$ cat src/hdl/ifss_pkg.sv
// Package for the image format signature sniffer.
// Holds the signature table, brand words, type codes and shared types.
// No dependencies.
package ifss_pkg;

	localparam int HEAD_WINDOW = 64;
	localparam int POS_W = $clog2(HEAD_WINDOW + 1);
	localparam int SCAN_END = (HEAD_WINDOW < 64) ? HEAD_WINDOW : 64;
	localparam int NUM_SIGS = 26;
	localparam int SIG_BYTES = 12;

	typedef logic [POS_W-1:0] pos_t;

	localparam int SIG_JPG    = 0;
	localparam int SIG_PNG    = 1;
	localparam int SIG_GIF87  = 2;
	localparam int SIG_GIF89  = 3;
	localparam int SIG_BMP    = 4;
	localparam int SIG_TIFFLE = 5;
	localparam int SIG_TIFFBE = 6;
	localparam int SIG_ICO    = 7;
	localparam int SIG_RIFF   = 8;
	localparam int SIG_WEBP   = 9;
	localparam int SIG_JP2    = 10;
	localparam int SIG_JXL1   = 11;
	localparam int SIG_JXL2   = 12;
	localparam int SIG_PSD    = 13;
	localparam int SIG_PNM    = 14;
	localparam int SIG_FTYP   = 15;
	localparam int SIG_DDS    = 16;
	localparam int SIG_EXR    = 17;
	localparam int SIG_HDR1   = 18;
	localparam int SIG_HDR2   = 19;
	localparam int SIG_QOI    = 20;
	localparam int SIG_FF     = 21;
	localparam int SIG_ICNS   = 22;
	localparam int SIG_CUR    = 23;
	localparam int SIG_WMF    = 24;
	localparam int SIG_EMF    = 25;

	localparam int SIG_OFF [NUM_SIGS] = '{
		0, 0, 0, 0, 0, 0, 0, 0, 0, 8, 0, 0, 0,
		0, 0, 4, 0, 0, 0, 0, 0, 0, 0, 0, 0, 40
	};
	localparam int SIG_LEN [NUM_SIGS] = '{
		3, 8, 6, 6, 2, 4, 4, 4, 4, 4, 12, 2, 12,
		4, 2, 4, 4, 4, 10, 6, 4, 8, 4, 4, 4, 4
	};
	// first byte in the top bits
	localparam logic [8*SIG_BYTES-1:0] SIG_PAT [NUM_SIGS] = '{
		96'hffd8ff00_00000000_00000000,
		96'h89504e47_0d0a1a0a_00000000,
		96'h47494638_37610000_00000000,
		96'h47494638_39610000_00000000,
		96'h424d0000_00000000_00000000,
		96'h49492a00_00000000_00000000,
		96'h4d4d002a_00000000_00000000,
		96'h00000100_00000000_00000000,
		96'h52494646_00000000_00000000,
		96'h57454250_00000000_00000000,
		96'h0000000c_6a502020_0d0a870a,
		96'hff0a0000_00000000_00000000,
		96'h0000000c_4a584c20_0d0a870a,
		96'h38425053_00000000_00000000,
		96'h50310000_00000000_00000000,
		96'h66747970_00000000_00000000,
		96'h44445320_00000000_00000000,
		96'h762f3101_00000000_00000000,
		96'h233f5241_4449414e_43450000,
		96'h233f5247_42450000_00000000,
		96'h716f6966_00000000_00000000,
		96'h66617262_66656c64_00000000,
		96'h69636e73_00000000_00000000,
		96'h00000200_00000000_00000000,
		96'hd7cdc69a_00000000_00000000,
		96'h20454d46_00000000_00000000
	};

	localparam logic [7:0] PNM_LO = 8'h31;
	localparam logic [7:0] PNM_HI = 8'h37;

	localparam logic [31:0] BRAND_JP2  = 32'h6a703220;
	localparam logic [31:0] BRAND_AVIF = 32'h61766966;
	localparam logic [31:0] BRAND_AVIS = 32'h61766973;
	localparam logic [31:0] BRAND_HEIC = 32'h68656963;
	localparam logic [31:0] BRAND_HEIX = 32'h68656978;
	localparam logic [31:0] BRAND_HEVC = 32'h68657663;
	localparam logic [31:0] BRAND_HEVX = 32'h68657678;
	localparam logic [31:0] BRAND_MIF1 = 32'h6d696631;
	localparam logic [31:0] BRAND_MSF1 = 32'h6d736631;

	localparam int BR_JP2  = 0;
	localparam int BR_AVIF = 1;
	localparam int BR_HEIC = 2;

	typedef enum logic [4:0] {
		TC_UNKNOWN = 5'd0,
		TC_JPG     = 5'd1,
		TC_PNG     = 5'd2,
		TC_GIF     = 5'd3,
		TC_BMP     = 5'd4,
		TC_TIFF    = 5'd5,
		TC_ICO     = 5'd6,
		TC_WEBP    = 5'd7,
		TC_JP2     = 5'd8,
		TC_JXL     = 5'd9,
		TC_PSD     = 5'd10,
		TC_PNM     = 5'd11,
		TC_AVIF    = 5'd12,
		TC_HEIC    = 5'd13,
		TC_DDS     = 5'd14,
		TC_EXR     = 5'd15,
		TC_HDR     = 5'd16,
		TC_QOI     = 5'd17,
		TC_FF      = 5'd18,
		TC_ICNS    = 5'd19,
		TC_CUR     = 5'd20,
		TC_WMF     = 5'd21,
		TC_EMF     = 5'd22
	} type_code_t;

	typedef struct packed {
		logic [NUM_SIGS-1:0] sig_ok;
		logic [2:0]          brand;
	} match_view_t;

endpackage

$ cat src/hdl/ifss_match.sv
// Per-file match state: byte position, last four bytes, signature flags, brands.
// Gives the post-word match view for classification. Uses ifss_pkg.
module ifss_match (
	input  logic                clk,
	input  logic                arst_n,
	input  logic                step,
	input  logic [7:0]          data_byte,
	input  logic                has_byte,
	input  logic                last,
	output ifss_pkg::match_view_t view
);
	import ifss_pkg::*;

	pos_t                pos_q;
	logic [31:0]         word_q;
	logic [NUM_SIGS-1:0] alive_q;
	logic [2:0]          brand_q;

	logic                take;
	pos_t                pos_nx;
	logic [31:0]         word_nx;
	logic [NUM_SIGS-1:0] alive_nx;
	logic [NUM_SIGS-1:0] ok_nx;
	logic [2:0]          brand_nx;
	logic                scan;

	assign take    = has_byte && (pos_q < pos_t'(HEAD_WINDOW));
	assign pos_nx  = take ? pos_q + pos_t'(1) : pos_q;
	assign word_nx = {word_q[23:0], data_byte};
	assign scan    = take && (pos_nx[1:0] == 2'b00) && (pos_nx >= pos_t'(12))
		&& (pos_nx <= pos_t'(SCAN_END));

	always_comb begin
		pos_t       rel;
		logic [3:0] idx;
		logic       in_rng;
		logic       hit;
		logic [7:0] expb;
		rel = '0;
		idx = '0;
		in_rng = 1'b0;
		hit = 1'b0;
		expb = '0;
		for (int i = 0; i < NUM_SIGS; i++) begin
			rel = pos_q - pos_t'(SIG_OFF[i]);
			idx = rel[3:0];
			in_rng = (pos_q >= pos_t'(SIG_OFF[i]))
				&& (pos_q < pos_t'(SIG_OFF[i] + SIG_LEN[i]));
			expb = SIG_PAT[i][8*(SIG_BYTES-1-int'(idx)) +: 8];
			if (i == SIG_PNM && pos_q == pos_t'(1)) begin
				hit = (data_byte >= PNM_LO) && (data_byte <= PNM_HI);
			end else begin
				hit = (data_byte == expb);
			end
			alive_nx[i] = alive_q[i] && !(take && in_rng && !hit);
			ok_nx[i] = alive_nx[i] && (pos_nx >= pos_t'(SIG_OFF[i] + SIG_LEN[i]));
		end
	end

	always_comb begin
		brand_nx = brand_q;
		if (scan) begin
			if (word_nx == BRAND_JP2)
				brand_nx[BR_JP2] = 1'b1;
			if (word_nx == BRAND_AVIF || word_nx == BRAND_AVIS)
				brand_nx[BR_AVIF] = 1'b1;
			if (word_nx == BRAND_HEIC || word_nx == BRAND_HEIX ||
			    word_nx == BRAND_HEVC || word_nx == BRAND_HEVX ||
			    word_nx == BRAND_MIF1 || word_nx == BRAND_MSF1)
				brand_nx[BR_HEIC] = 1'b1;
		end
	end

	assign view = {ok_nx, brand_nx};

	always_ff @(posedge clk or negedge arst_n) begin
		if (!arst_n) begin
			pos_q   <= '0;
			word_q  <= '0;
			alive_q <= '1;
			brand_q <= '0;
		end else if (step) begin
			if (last) begin
				pos_q   <= '0;
				word_q  <= '0;
				alive_q <= '1;
				brand_q <= '0;
			end else if (take) begin
				pos_q   <= pos_nx;
				word_q  <= word_nx;
				alive_q <= alive_nx;
				brand_q <= brand_nx;
			end
		end
	end

endmodule

$ cat src/hdl/ifss_classify.sv
// Priority encoder from the match view to the image type code.
// Uses ifss_pkg.
module ifss_classify (
	input  ifss_pkg::match_view_t view,
	input  logic                  has_byte,
	output ifss_pkg::type_code_t  type_code
);
	import ifss_pkg::*;

	logic                ftyp;
	logic [NUM_SIGS-1:0] ok;

	assign ok   = view.sig_ok;
	assign ftyp = ok[SIG_FTYP];

	always_comb begin
		priority if (!has_byte)                                 type_code = TC_UNKNOWN;
		else if (ok[SIG_JPG])                                   type_code = TC_JPG;
		else if (ok[SIG_PNG])                                   type_code = TC_PNG;
		else if (ok[SIG_GIF87] || ok[SIG_GIF89])                type_code = TC_GIF;
		else if (ok[SIG_BMP])                                   type_code = TC_BMP;
		else if (ok[SIG_TIFFLE] || ok[SIG_TIFFBE])              type_code = TC_TIFF;
		else if (ok[SIG_ICO])                                   type_code = TC_ICO;
		else if (ok[SIG_RIFF] && ok[SIG_WEBP])                  type_code = TC_WEBP;
		else if (ok[SIG_JP2] || (ftyp && view.brand[BR_JP2]))   type_code = TC_JP2;
		else if (ok[SIG_JXL1] || ok[SIG_JXL2])                  type_code = TC_JXL;
		else if (ok[SIG_PSD])                                   type_code = TC_PSD;
		else if (ok[SIG_PNM])                                   type_code = TC_PNM;
		else if (ftyp && view.brand[BR_AVIF])                   type_code = TC_AVIF;
		else if (ftyp && view.brand[BR_HEIC])                   type_code = TC_HEIC;
		else if (ok[SIG_DDS])                                   type_code = TC_DDS;
		else if (ok[SIG_EXR])                                   type_code = TC_EXR;
		else if (ok[SIG_HDR1] || ok[SIG_HDR2])                  type_code = TC_HDR;
		else if (ok[SIG_QOI])                                   type_code = TC_QOI;
		else if (ok[SIG_FF])                                    type_code = TC_FF;
		else if (ok[SIG_ICNS])                                  type_code = TC_ICNS;
		else if (ok[SIG_CUR])                                   type_code = TC_CUR;
		else if (ok[SIG_WMF])                                   type_code = TC_WMF;
		else if (ok[SIG_EMF])                                   type_code = TC_EMF;
		else                                                    type_code = TC_UNKNOWN;
	end

endmodule

$ cat src/hdl/image_format_signature_sniffer_core.sv
// Top level of the image format signature sniffer.
// Input word register, match state, classifier and result register.
// Uses ifss_pkg, ifss_match, ifss_classify.
//
// Takes one file byte per cycle while byte_stall is low. A word is held in the input register
// while the match state is updated from it; the type code of a file is loaded into the
// result register when its final word leaves the input register. The byte input
// stalls only when a final word is waiting and the previous type code has not been
// taken. Only the first HEAD_WINDOW bytes of a file are examined.
module image_format_signature_sniffer_core (
	input  logic       clk,
	input  logic       arst_n,
	input  logic       byte_valid,
	output logic       byte_stall,
	input  logic [7:0] data_byte,
	input  logic       has_byte,
	input  logic       last,
	output logic       type_valid,
	input  logic       type_stall,
	output logic [4:0] type_code
);
	import ifss_pkg::*;

	logic        valid_s1;
	logic [7:0]  data_byte_s1;
	logic        has_byte_s1;
	logic        last_s1;
	logic        type_valid_q;
	logic [4:0]  type_code_q;

	logic        out_free;
	logic        go;
	logic        accept;
	match_view_t view;
	type_code_t  code;

	assign out_free   = !type_valid_q || !type_stall;
	assign go         = valid_s1 && (!last_s1 || out_free);
	assign byte_stall = valid_s1 && !go;
	assign accept     = byte_valid && !byte_stall;

	always_ff @(posedge clk or negedge arst_n) begin
		if (!arst_n) begin
			valid_s1 <= 1'b0;
		end else if (accept) begin
			valid_s1 <= 1'b1;
		end else if (go) begin
			valid_s1 <= 1'b0;
		end
	end

	always_ff @(posedge clk) begin
		if (accept) begin
			data_byte_s1 <= data_byte;
			has_byte_s1  <= has_byte;
			last_s1      <= last;
		end
	end

	ifss_match u_match (
		.clk       (clk),
		.arst_n    (arst_n),
		.step      (go),
		.data_byte (data_byte_s1),
		.has_byte  (has_byte_s1),
		.last      (last_s1),
		.view      (view)
	);

	ifss_classify u_classify (
		.view      (view),
		.has_byte  (has_byte_s1),
		.type_code (code)
	);

	always_ff @(posedge clk or negedge arst_n) begin
		if (!arst_n) begin
			type_valid_q <= 1'b0;
		end else if (go && last_s1) begin
			type_valid_q <= 1'b1;
		end else if (!type_stall) begin
			type_valid_q <= 1'b0;
		end
	end

	always_ff @(posedge clk) begin
		if (go && last_s1) begin
			type_code_q <= 5'(code);
		end
	end

	assign type_valid = type_valid_q;
	assign type_code  = type_code_q;

	a_stall_cause: assert property (@(posedge clk) disable iff (!arst_n)
		byte_stall |-> (valid_s1 && last_s1 && type_valid_q && type_stall))
		else $error("byte input stalled without a held result");

	a_code_range: assert property (@(posedge clk) disable iff (!arst_n)
		type_valid |-> (type_code <= 5'(TC_EMF)))
		else $error("type code out of range");

	a_end_marker: assert property (@(posedge clk) disable iff (!arst_n)
		(go && last_s1 && !has_byte_s1) |=> (type_valid && type_code == 5'(TC_UNKNOWN)))
		else $error("end marker without byte must give unknown");

	a_result_load: assert property (@(posedge clk) disable iff (!arst_n)
		(go && last_s1) |=> type_valid)
		else $error("final word did not produce a result");

endmodule

$ cat config.mk
export PLATFORM = sky130hd
export DESIGN_NAME = image_format_signature_sniffer_core
export DESIGN_NICKNAME = d
export VERILOG_FILES = /design/src/hdl/ifss_pkg.sv /design/src/hdl/ifss_match.sv /design/src/hdl/ifss_classify.sv /design/src/hdl/image_format_signature_sniffer_core.sv
export SDC_FILE = /design/constraint.sdc
export NUM_CORES = 1
export LEC_CHECK = 0
export BUFFER_PORTS_ARGS = -buffer_cell sky130_fd_sc_hd__buf_4
export CORE_MARGIN = 5
export CORE_UTILIZATION = 45
export DETAILED_ROUTE_END_ITERATION = 16
export GPL_ROUTABILITY_DRIVEN = 0
export MAX_ROUTING_LAYER = met4
export SYNTH_ARGS = -nofsm -noshare
export SYNTH_HDL_FRONTEND = slang
export SYNTH_SLANG_ARGS = --single-unit
$ cat constraint.sdc
create_clock -name clk -period 4.25 [get_ports clk]
set_input_delay 0.85 -clock clk [delete_from_list [all_inputs] [get_ports clk]]
set_output_delay 0.85 -clock clk [all_outputs]
set_load 0.01 [all_outputs]
=== Yosys cells after proc, flatten, opt, wreduce, memory -nomap -nowiden ===
Index checks and enable logic that the tools add are counted.

* $add $sub $neg: 8
* Order comparisons: 24
* Eq/ne operators: 37
* Shift operators: 26
* Mux-type cells: 40
* Bitwise logic cells: 1
* Reductions and logical operators: 189

{| class="wikitable"
|+ Operators with widths
! kind !! count
|-
| $shiftx 96x32->8 const A || 26
|-
| $eq 32x31->1 const B || 9
|-
| $eq 8x8->1 || 26
|-
| $logic_and 1x1->1 || 111
|-
| $logic_not 1->1 || 57
|-
| $mux 26 || 2
|-
| $mux 24 || 2
|-
| $mux 5 || 7
|-
| $mux 4 || 8
|-
| $ge 7x4->1 const B || 4
|-
| $ge 7x3->1 const B || 3
|-
| $lt 7x4->1 const B || 3
|-
| $mux 3 || 7
|-
| $mux 7 || 3
|-
| $sub 4x4->5 const A || 4
|-
| $reduce_or 16->1 || 1
|-
| $ge 7x2->1 const B || 2
|-
| $ge 7x6->1 const B || 2
|-
| $lt 7x2->1 const B || 2
|-
| $lt 7x3->1 const B || 2
|-
| $logic_or 1x1->1 || 13
|-
| $mux 1 || 9
|-
| $ge 8x6->1 const B || 1
|-
| $le 8x6->1 const B || 1
|-
| 17 further kinds || 20
|}

* Register bits: 77
* Input bits: 14
* Output and inout bits: 7
* Word-level logic and storage cells: 339

=== Logic depth before layout (Yosys ltp) ===
Gate-level depths: netlist of the first run.

* Depth in word-level cells: 31
* Depth in mapped cells: 18
* Gate-level depth less buffers: 11

=== Hierarchy ===
Synthesis of the first run repeated with hierarchy kept, for this count alone.

* Cells, all modules: 915
* Area total of the unflattened synthesis: 6896.6 µm²

{| class="wikitable"
|+ Modules (own cells, without submodules)
! module !! instances !! cells each !! area each (µm²) !! seq. area each (µm²)
|-
| ifss_match || 1 || 837 || 6028.3 || 1534.0
|-
| image_format_signature_sniffer_core || 1 || 27 || 555.5 || 500.5
|-
| ifss_classify || 1 || 51 || 312.8 || 0.0
|}

=== Worst setup path before layout of the first run ===
OpenSTA, ideal clock, no wires.

* Path type: reg2reg
* Start point: reg u_match.pos_q[2]
* End point: reg type_code_q[4], in the netlist type_code[4], data pin
* Setup time: 0.170 ns
* Arrival: 3.668 ns
* Required time: 4.080 ns
* Slack: 0.412 ns
* Stages on the path, launching flop included: 18
* Buffers on the path: 6
* Period minus slack after synthesis: 3.838 ns
* Cells stage by stage: dfrtp_1 > buf_6 > buf_6 > buf_2 > inv_1 > buf_2 > ha_1 > buf_6 > buf_2 > or4b_2 > a21oi_1 > xnor2_1 > nor4_1 > a31oi_1 > nor2_1 > nor3b_2 > or3b_1 > a311oi_2

* Cells in the longest elaborated chain, start to end: 16
* Elaborated cells on any way between the ends: 258
* Classes of those cells: add/sub: 8; order compare: 22; eq/ne: 27; shift: 26; mux: 10; reduce/logical: 165

{| class="wikitable"
|+ Ends and longest elaborated chain
! element !! line !! text
|-
| from (decl) || ifss_match.sv:14 || <nowiki>pos_t pos_q;</nowiki>
|-
| from (signal assigned) || ifss_match.sv:89 || <nowiki>pos_q <= pos_nx;</nowiki>
|-
| $sub 4x4->4 || ifss_match.sv:45 || <nowiki>rel = pos_q - pos_t'(SIG_OFF[i]);</nowiki>
|-
| $sub 4x4->5 || ifss_match.sv:49 || <nowiki>expb = SIG_PAT[i][8*(SIG_BYTES-1-int'(idx)) +: 8];</nowiki>
|-
| $shiftx 96x32->8 || ifss_match.sv:49 ||
|-
| $eq 8x8->1 || ifss_match.sv:53 || <nowiki>hit = (data_byte == expb);</nowiki>
|-
| $logic_not 1->1 || ifss_match.sv:55 || <nowiki>alive_nx[i] = alive_q[i] && !(take && in_rng && !hit);</nowiki>
|-
| $logic_and 1x1->1 || ifss_match.sv:55 ||
|-
| $logic_not 1->1 || ifss_match.sv:55 ||
|-
| $logic_and 1x1->1 || ifss_match.sv:55 ||
|-
| $logic_and 1x1->1 || ifss_match.sv:56 || <nowiki>ok_nx[i] = alive_nx[i] && (pos_nx >= pos_t'(SIG_OFF[i] + SIG_LEN[i]));</nowiki>
|-
| $mux 5 || ifss_classify.sv:39 || <nowiki>else if (ok[SIG_EMF]) type_code = TC_EMF;</nowiki>
|-
| $mux 5 || ifss_classify.sv:38 || <nowiki>else if (ok[SIG_WMF]) type_code = TC_WMF;</nowiki>
|-
| $mux 5 || ifss_classify.sv:37 || <nowiki>else if (ok[SIG_CUR]) type_code = TC_CUR;</nowiki>
|-
| $mux 5 || ifss_classify.sv:36 || <nowiki>else if (ok[SIG_ICNS]) type_code = TC_ICNS;</nowiki>
|-
| $mux 5 || ifss_classify.sv:35 || <nowiki>else if (ok[SIG_FF]) type_code = TC_FF;</nowiki>
|-
| $mux 5 || ifss_classify.sv:34 || <nowiki>else if (ok[SIG_QOI]) type_code = TC_QOI;</nowiki>
|-
| $mux 5 || ifss_classify.sv:33 || <nowiki>else if (ok[SIG_HDR1] || ok[SIG_HDR2]) type_code = TC_HDR;</nowiki>
|-
| to (signal assigned) || image_format_signature_sniffer_core.sv:88 || <nowiki>type_code_q <= 5'(code);</nowiki>
|-
| to (decl) || image_format_signature_sniffer_core.sv:29 || <nowiki>logic [4:0] type_code_q;</nowiki>
|}

Several ways; a longest one is shown, not always the timed one.
A chain may end at the register's enable or synchronous reset.

=== Worst setup path after layout of the first run ===
* Start point: reg u_match.pos_q[3]
* End point: reg type_code_q[1], in the netlist type_code[1], data pin

* Cells in the longest elaborated chain, start to end: 30
* Elaborated cells on any way between the ends: 272
* Classes of those cells: add/sub: 8; order compare: 22; eq/ne: 27; shift: 26; mux: 24; reduce/logical: 165

{| class="wikitable"
|+ Ends and longest elaborated chain
! element !! line !! text
|-
| $sub 4x4->4 || ifss_match.sv:45 ||
|-
| $sub 4x4->5 || ifss_match.sv:49 ||
|-
| $shiftx 96x32->8 || ifss_match.sv:49 ||
|-
| $eq 8x8->1 || ifss_match.sv:53 ||
|-
| $logic_not 1->1 || ifss_match.sv:55 ||
|-
| $logic_and 1x1->1 || ifss_match.sv:55 ||
|-
| $logic_not 1->1 || ifss_match.sv:55 ||
|-
| $logic_and 1x1->1 || ifss_match.sv:55 ||
|-
| (+14 left out) || - ||
|-
| $mux 4 || ifss_classify.sv:26 || <nowiki>else if (ok[SIG_JXL1] || ok[SIG_JXL2]) type_code = TC_JXL;</nowiki>
|-
| $mux 4 || ifss_classify.sv:25 || <nowiki>else if (ok[SIG_JP2] || (ftyp && view.brand[BR_JP2])) type_code = TC_JP2;</nowiki>
|-
| $mux 3 || ifss_classify.sv:24 || <nowiki>else if (ok[SIG_RIFF] && ok[SIG_WEBP]) type_code = TC_WEBP;</nowiki>
|-
| $mux 3 || ifss_classify.sv:23 || <nowiki>else if (ok[SIG_ICO]) type_code = TC_ICO;</nowiki>
|-
| $mux 3 || ifss_classify.sv:22 || <nowiki>else if (ok[SIG_TIFFLE] || ok[SIG_TIFFBE]) type_code = TC_TIFF;</nowiki>
|-
| $mux 3 || ifss_classify.sv:21 || <nowiki>else if (ok[SIG_BMP]) type_code = TC_BMP;</nowiki>
|-
| $mux 2 || ifss_classify.sv:20 || <nowiki>else if (ok[SIG_GIF87] || ok[SIG_GIF89]) type_code = TC_GIF;</nowiki>
|-
| $mux 2 || ifss_classify.sv:19 || <nowiki>else if (ok[SIG_PNG]) type_code = TC_PNG;</nowiki>
|}

Several ways; a longest one is shown, not always the timed one.

==> run summary, run 1 <==
## Status
- finished, final reports clean — status

## Clocking
- built — TritonCTS clock tree
- 0.36 ns — clock latency of the later-clocked register in the worst-skew pair
- 0 — post-CTS setup buffer count
- sky130_fd_sc_hd__clkbuf_16 — CTS root buffer
- 2 — maximum buffer depth of the clock tree
- 0 — post-CTS resize count
- 9 — clock buffer count from CTS
- 3 — H-tree depth
- 0.06 ns — clock-pin slew of the registers on the worst-case setup and hold paths
- 0 — number of hold-repair buffers added at the cts stage
- 77 — total clock sinks

## Finish
- 0.1551 — fraction of final layout cells with drive strength greater than 1
- 0.4971 — core utilization of the finished layout
- 0 — number of diodes
- 1112 — Non-Filler Instances
- 1523 — layout filler cell count
- 912 — Final #Nets
- 9.031% — layout-stage area growth over the synthesis result

## Floorplanning
- 136.4 microns — Die Y-Extent
- 46 — number of placement rows
- 15770 sq um — core outline area
- 21 — Top Ports
- 18610 sq um — Die Area
- 136.4 microns — Horiz. Die Dim
- 0.4560 — initial standard-cell utilization of the core

## GRT
- 0.4331 — met2 global-route usage
- 63 — pin count of the biggest net entering global routing
- 0.3704 — met1 GRT Util
- 0 — overflow left after global routing
- 0.05181 — met3 Track Usage GR
- 6916 — via count of the first global-routing pass
- met2 — most heavily used metal layer in global routing
- 0.2857 — total track usage
- 0 — antenna violations before repair
- 39960 microns — first-pass GRT wire length

## Route
- 8 — first-pass iteration count of the detailed router
- 23.07 microns — final routed wire length divided by cell count
- 7503 — vias post-DR
- 0 — antenna-violating nets left
- 1204 — number of violations reported at the end of detailed-routing iteration 0
- 25650 microns — Final Routed Wirelength
- 0 — DRC Markers
- 6.747 — vias per cell

## Power and ir drop
- 3.026 nW — Leakage Power
- 0.2896 mV — VDD IR-drop max
- 297.4 nW/um^2 — total power divided by cell area

## Synth
- 911 — instance count of the mapped netlist
- 0.8052 — fraction of synthesis flops using an asynchronous set or reset pin
- 7191 sq um — netlist area before placement
- 0 — Warnings, synthesis
- 0.2829 — Seq/Total Area, Yosys
- 77 — FF+latch count, synth
- sky130_fd_sc_hd__dfrtp_1, sky130_fd_sc_hd__dfstp_2, sky130_fd_sc_hd__edfxtp_1 — dominant cells by area after synthesis
- sky130_fd_sc_hd__dfrtp_1 — library cell with the largest summed area after synthesis
- sky130_fd_sc_hd__dfrtp_1 — ys flop type
- 15 — number of synthesized flops with an enable pin
- 7.893 sq um — synthesized area per cell
- 0.1253 — fraction of post-synthesis cell area in the top cell type by area
- sky130_fd_sc_hd__nand2_1 — most instantiated library cell after synthesis
- 932 — Synth Net Count
- 92 — post-synth cell types
- sky130_fd_sc_hd__nand2_1, sky130_fd_sc_hd__o21ai_0, sky130_fd_sc_hd__nor2_1 — Synth top cells by count

## STA
- 0 — hold violation total from the final report
- 0.9573 — period utilization
- 0 ns — total negative setup slack
- 0.01862 ns — Fin Clk Skew
- 0.2199 — Slew Limit Headroom
- 4.069 ns — post-layout minimum cycle time
- 245.8 MHz — Fmax
- 1.169 ns — Worst Max-Slew Pin Slew
- 0 — Setup Viol. Count Final
- 0 — number of pins exceeding their max-slew limit in the final report
- no — unrepaired setup endpoints after global routing

## Critical path
- 4.36 ns — Crit path required time
- register — kind of start point of the critical path
- register — type of element capturing the critical path
- 17 — biggest fanout along the worst timing path
- 4.18 ns — CP arrival
- reg2reg — critical setup path kind

## Place
- 1096 — total instance count after detailed placement
- 17770 microns — DP Wirelength
- 20 — IO Port Bufs

## Run
- 0 — number of max-cap violations

## Worst hold path
- reg2reg — Hold/Removal Path Class

[flip-flops by register name, summed over array words and instances (netlist names)]
register         cells
valid_s1             1
u_match.alive_q     26
type_code            5
u_match.pos_q        7
type_valid           1
u_match.brand_q      3
data_byte_s1         8
has_byte_s1          1
u_match.word_q      24
last_s1              1
[critical path: stages (launching register included)]
cell                       delay, ns
sky130_fd_sc_hd__dfrtp_1        0.38
sky130_fd_sc_hd__buf_4          0.20
sky130_fd_sc_hd__ha_1           0.36
sky130_fd_sc_hd__buf_4          0.24
sky130_fd_sc_hd__or4_1          0.54
sky130_fd_sc_hd__xnor2_1        0.20
sky130_fd_sc_hd__nor4_1         0.34
sky130_fd_sc_hd__nand4_1        0.28
sky130_fd_sc_hd__o21ai_1        0.40
sky130_fd_sc_hd__a222oi_1       0.21
sky130_fd_sc_hd__o211a_1        0.26
sky130_fd_sc_hd__o31a_1         0.24
sky130_fd_sc_hd__o21a_1         0.18
[logic make-up (layout without fill, tap and decap cells)]
group                      after synthesis  after routing  share of synthesized area
AOI/OAI and AO/OA                      280            280                     0.2690
xor gates and xnor gates                45             45                    0.05481
adders and majority gates                8              8                    0.01357
buffers and inverters                  111             96                    0.06977
DFF                                     77             77                     0.2829
muxes                                    6              6                   0.008526
and+or+nand+nor                        384            384                     0.3014
[layout make-up]
type / instances / area [sq um] / share of cell area
inverter: 21 / 78.83 / 0.01005
clock inverter: 5 / 56.30 / 0.007182
sequential: 77 / 2038 / 0.2600
tap: 216 / 270.3 / 0.03447
clock buffer: 11 / 254.0 / 0.03240
multi-input combinational: 723 / 4662 / 0.5946
timing repair buffer: 59 / 480.5 / 0.06128
[report_power, final]
part | internal (mW) | leakage (nW) | total [mW] | switching [mW]
Combinational | 0.230 | 1.97 | 0.602 | 0.372
Sequential | 0.841 | 0.906 | 0.911 | 0.0698
Clock | 0.491 | 0.153 | 0.818 | 0.327
[layer usage]
metal	part of all wire	vias to the layer above
met4	0.051	0
met1	0.41	3560
met3	0.094	102
met2	0.45	460
li1	-	3381
met5	0	-
[cells in the final DEF (no fill, tap or decap), drive strengths merged, types with 7 or more instances in the layout]
cell type / synthesis / layout
a22o: 24 / 24
o211ai: 9 / 9
nor4b: 10 / 10
and3: 13 / 13
nand4: 16 / 16
clkbuf: 43 / 11
nor3: 39 / 39
nor2: 55 / 55
o41ai: 7 / 7
xnor2: 26 / 26
a211oi: 8 / 8
a21oi: 54 / 54
dfrtp: 36 / 36
nor2b: 22 / 22
nand2: 91 / 91
inv: 19 / 20
nand3: 26 / 26
and2: 10 / 10
o22ai: 9 / 9
or4: 8 / 8
a31oi: 15 / 15
edfxtp: 15 / 15
or2: 11 / 11
xor2: 19 / 19
ha: 7 / 7
or3: 9 / 9
nand2b: 19 / 19
nor4: 15 / 15
nand4b: 8 / 8
dfstp: 26 / 26
o21ai: 66 / 66
buf: 47 / 59
[path summary, 6_finish.rpt]
path	slack (ns)	startpoint	depth (start not counted)	endpoint
max	0.18	u_match.pos_q[3]	12	type_code[1]
min	0.46	u_match.alive_q[9]	2	u_match.alive_q[9]
max reg2reg	0.18	u_match.pos_q[3]	12	type_code[1]
min reg2reg	0.46	u_match.alive_q[9]	2	u_match.alive_q[9]
max in group asynchronous	3.05	arst_n	1	u_match.pos_q[1]
min in group asynchronous	0.62	arst_n	1	u_match.brand_q[2]
[stage by stage]
step                instance area (sq um)  total power, mW  worst slack (ns)  hold WS (ns)
floorplan                            7191            1.311            0.4124        0.4392
global placement                     7530            1.498            0.2468        0.4491
detailed placement                   7530            1.506            0.2931        0.4484
CTS                                  7840            2.322            0.2609        0.4586
global route                         7840            2.429           0.08534        0.4824
finish                               7840            2.332            0.1813        0.4568
Power figures use the tool's default switching activity.
==> inputs of run 2 (changes only) <==
- MAX_ROUTING_LAYER: met4 -> default
==> run 2 against run 1 <==
Flip-flop and latch count stayed put. Register-to-register slack hardly changed. Final area stayed put. Largest power group unchanged. Combinational power hardly changed. Non-clock buffer count stayed put. Largest cell class unchanged. Critical path depth stayed put. Global-route usage is 0.84 points lower. Clock skew is 0.0044 ns lower.
==> run summary, run 2 (same netlist as run 1, synthesis figures left out) <==
## Clocking
- 0.35 ns — clock latency of the later-clocked register in the worst-skew pair, about the same
- 0.06 ns — clock-pin slew of the registers on the worst-case setup and hold paths, about the same
- built — TritonCTS clock tree
- 0 — post-CTS setup buffer count, unchanged
- 3 — H-tree depth, unchanged
- 0 — number of hold-repair buffers added at the cts stage, unchanged
- 2 — maximum buffer depth of the clock tree, unchanged
- 0 — post-CTS resize count, unchanged
- 9 — clock buffer count from CTS, unchanged
- 77 — total clock sinks, unchanged
- sky130_fd_sc_hd__clkbuf_16 — CTS root buffer

## STA
- 0 — Setup Viol. Count Final, unchanged
- 0 — number of pins exceeding their max-slew limit in the final report, unchanged
- no — unrepaired setup endpoints after global routing
- 245.0 MHz — Fmax, -0.31%
- 0.9603 — period utilization, +0.002957
- 1.156 ns — Worst Max-Slew Pin Slew, -0.01334 ns
- 0 ns — total negative setup slack, unchanged
- 4.081 ns — post-layout minimum cycle time, +0.01257 ns
- 0.2288 — Slew Limit Headroom, +0.008903
- 0 — hold violation total from the final report, unchanged
- 0.01420 ns — Fin Clk Skew, -0.004420 ns

## Critical path
- compound AO/OA/AOI/OAI gates — CP delay by family, top
- 4.35 ns — Crit path required time, about the same
- 4.19 ns — CP arrival, about the same
- register — type of element capturing the critical path
- buf_4 > ha_1 > buf_4 > or4_1 > xnor2_1 > nor4_1 > nand4_1 > o21ai_1 > a222oi_1 > o211a_1 > o31a_1 > o21a_1 — ordered list of cells on the worst path
- register — kind of start point of the critical path
- 2 — Buffers & Inverters on Critical Path, unchanged
- 17 — biggest fanout along the worst timing path, unchanged
- 0.54 ns — slowest stage delay, CP, about the same
- sky130_fd_sc_hd__buf_4 — Crit path top cell by count
- sky130_fd_sc_hd__or4_1 — master of the slowest instance on the critical path
- reg2reg — critical setup path kind

## Finish
- 0.4971 — core utilization of the finished layout, unchanged
- 1112 — Non-Filler Instances, unchanged
- 0 — number of diodes, unchanged
- 1523 — layout filler cell count, unchanged
- 9.031% — layout-stage area growth over the synthesis result, unchanged
- u_match.alive_q — register bank with the most flops
- 0.1551 — fraction of final layout cells with drive strength greater than 1, unchanged
- sky130_fd_sc_hd__nand2_1, sky130_fd_sc_hd__o21ai_0, sky130_fd_sc_hd__buf_4 — top library cells by usage in the layout, fill and taps aside
- sky130_fd_sc_hd__nand2_1 — most frequent standard cell in the layout excluding fill and tap cells
- 912 — Final #Nets, unchanged
- 7840 sq um — Design Area, Final, unchanged
- 26 — number of flip-flops in the largest register, unchanged
- u_match.alive_q (26), u_match.word_q (24), data_byte_s1 (8) — largest registers

## Run
- 0 — number of max-cap violations, unchanged

## Floorplanning
- 136.4 microns — Die Y-Extent, unchanged
- 18610 sq um — Die Area, unchanged
- 136.4 microns — Horiz. Die Dim, unchanged
- 0.4560 — initial standard-cell utilization of the core, unchanged
- 15770 sq um — core outline area, unchanged
- 46 — number of placement rows, unchanged
- 21 — Top Ports, unchanged

## GRT
- 0 — overflow left after global routing, unchanged
- 0 — antenna violations before repair, unchanged
- 6938 — via count of the first global-routing pass, +0.32%
- 0.2773 — total track usage, -0.008414
- 63 — pin count of the biggest net entering global routing, unchanged
- 39910 microns — first-pass GRT wire length, -0.14%

## Power and ir drop
- 3.026 nW — Leakage Power, unchanged
- 0.2904 mV — VDD IR-drop max, +0.31%
- 296.8 nW/um^2 — total power divided by cell area, -0.20%

## Place
- 7530 sq um — Cell Area, Placed, unchanged
- 1096 — total instance count after detailed placement, unchanged
- 17770 microns — DP Wirelength, unchanged
- 20 — IO Port Bufs, unchanged

## Route
- 0 — antenna-violating nets left, unchanged
- 25670 microns — Final Routed Wirelength, about the same
- 6.795 — vias per cell, +0.71%
- 23.08 microns — final routed wire length divided by cell count, about the same
- 6 — first-pass iteration count of the detailed router, -2
- 0 — DRC Markers, unchanged
- 7556 — vias post-DR, +0.71%
- 1275 — number of violations reported at the end of detailed-routing iteration 0, +5.9%

## Status
- finished, final reports clean — status

## Worst hold path
- reg2reg — Hold/Removal Path Class

[run 2: area by class of cell]
class,count,area [sq um],area share
well taps,216,270.3,0.03447
inverters,21,78.83,0.01005
clock buffers,11,254.0,0.03240
multi-input cells,723,4662,0.5946
flip-flops and latches,77,2038,0.2600
repair buffers,59,480.5,0.06128
clock inverters,5,56.30,0.007182
[run 2: metal layers]
metal	part of all wire	GRT usage
met5	0	0
met4	0.053	0.1445
met3	0.091	0.04774
met2	0.45	0.4337
met1	0.41	0.3669
[run 2: through the flow]
stage / worst slack [ns] / total power, mW / hold slack, ns
2_1_floorplan: 0.4124 / 1.311 / 0.4392
3_3_place_gp: 0.2468 / 1.498 / 0.4491
3_5_place_dp: 0.2931 / 1.506 / 0.4484
4_1_cts: 0.2609 / 2.322 / 0.4586
5_1_grt: 0.1052 / 2.426 / 0.4822
6_report: 0.1688 / 2.327 / 0.4564
[run 2: worst min-delay path, stage by stage (launching register included)]
cell and delay, ns:
sky130_fd_sc_hd__dfstp_2 0.37, sky130_fd_sc_hd__nand2_1 0.05, sky130_fd_sc_hd__nand2_1 0.04
[run 2: worst paths after layout]
kind,startpoint,to,slack [ns],depth (start not counted)
setup / recovery,u_match.pos_q[3],type_code[1],0.17,12
hold / removal,u_match.alive_q[9],u_match.alive_q[9],0.46,2
setup reg to reg,u_match.pos_q[3],type_code[1],0.17,12
hold reg to reg,u_match.alive_q[9],u_match.alive_q[9],0.46,2
max in group asynchronous,arst_n,u_match.pos_q[1],3.05,1
min in group asynchronous,arst_n,u_match.brand_q[2],0.62,1
[run 2: report_power, final]
group          internal, mW  switching (mW)  leakage, nW
registers             0.841          0.0708        0.906
clock network         0.491           0.321        0.153
logic                 0.230           0.372         1.97
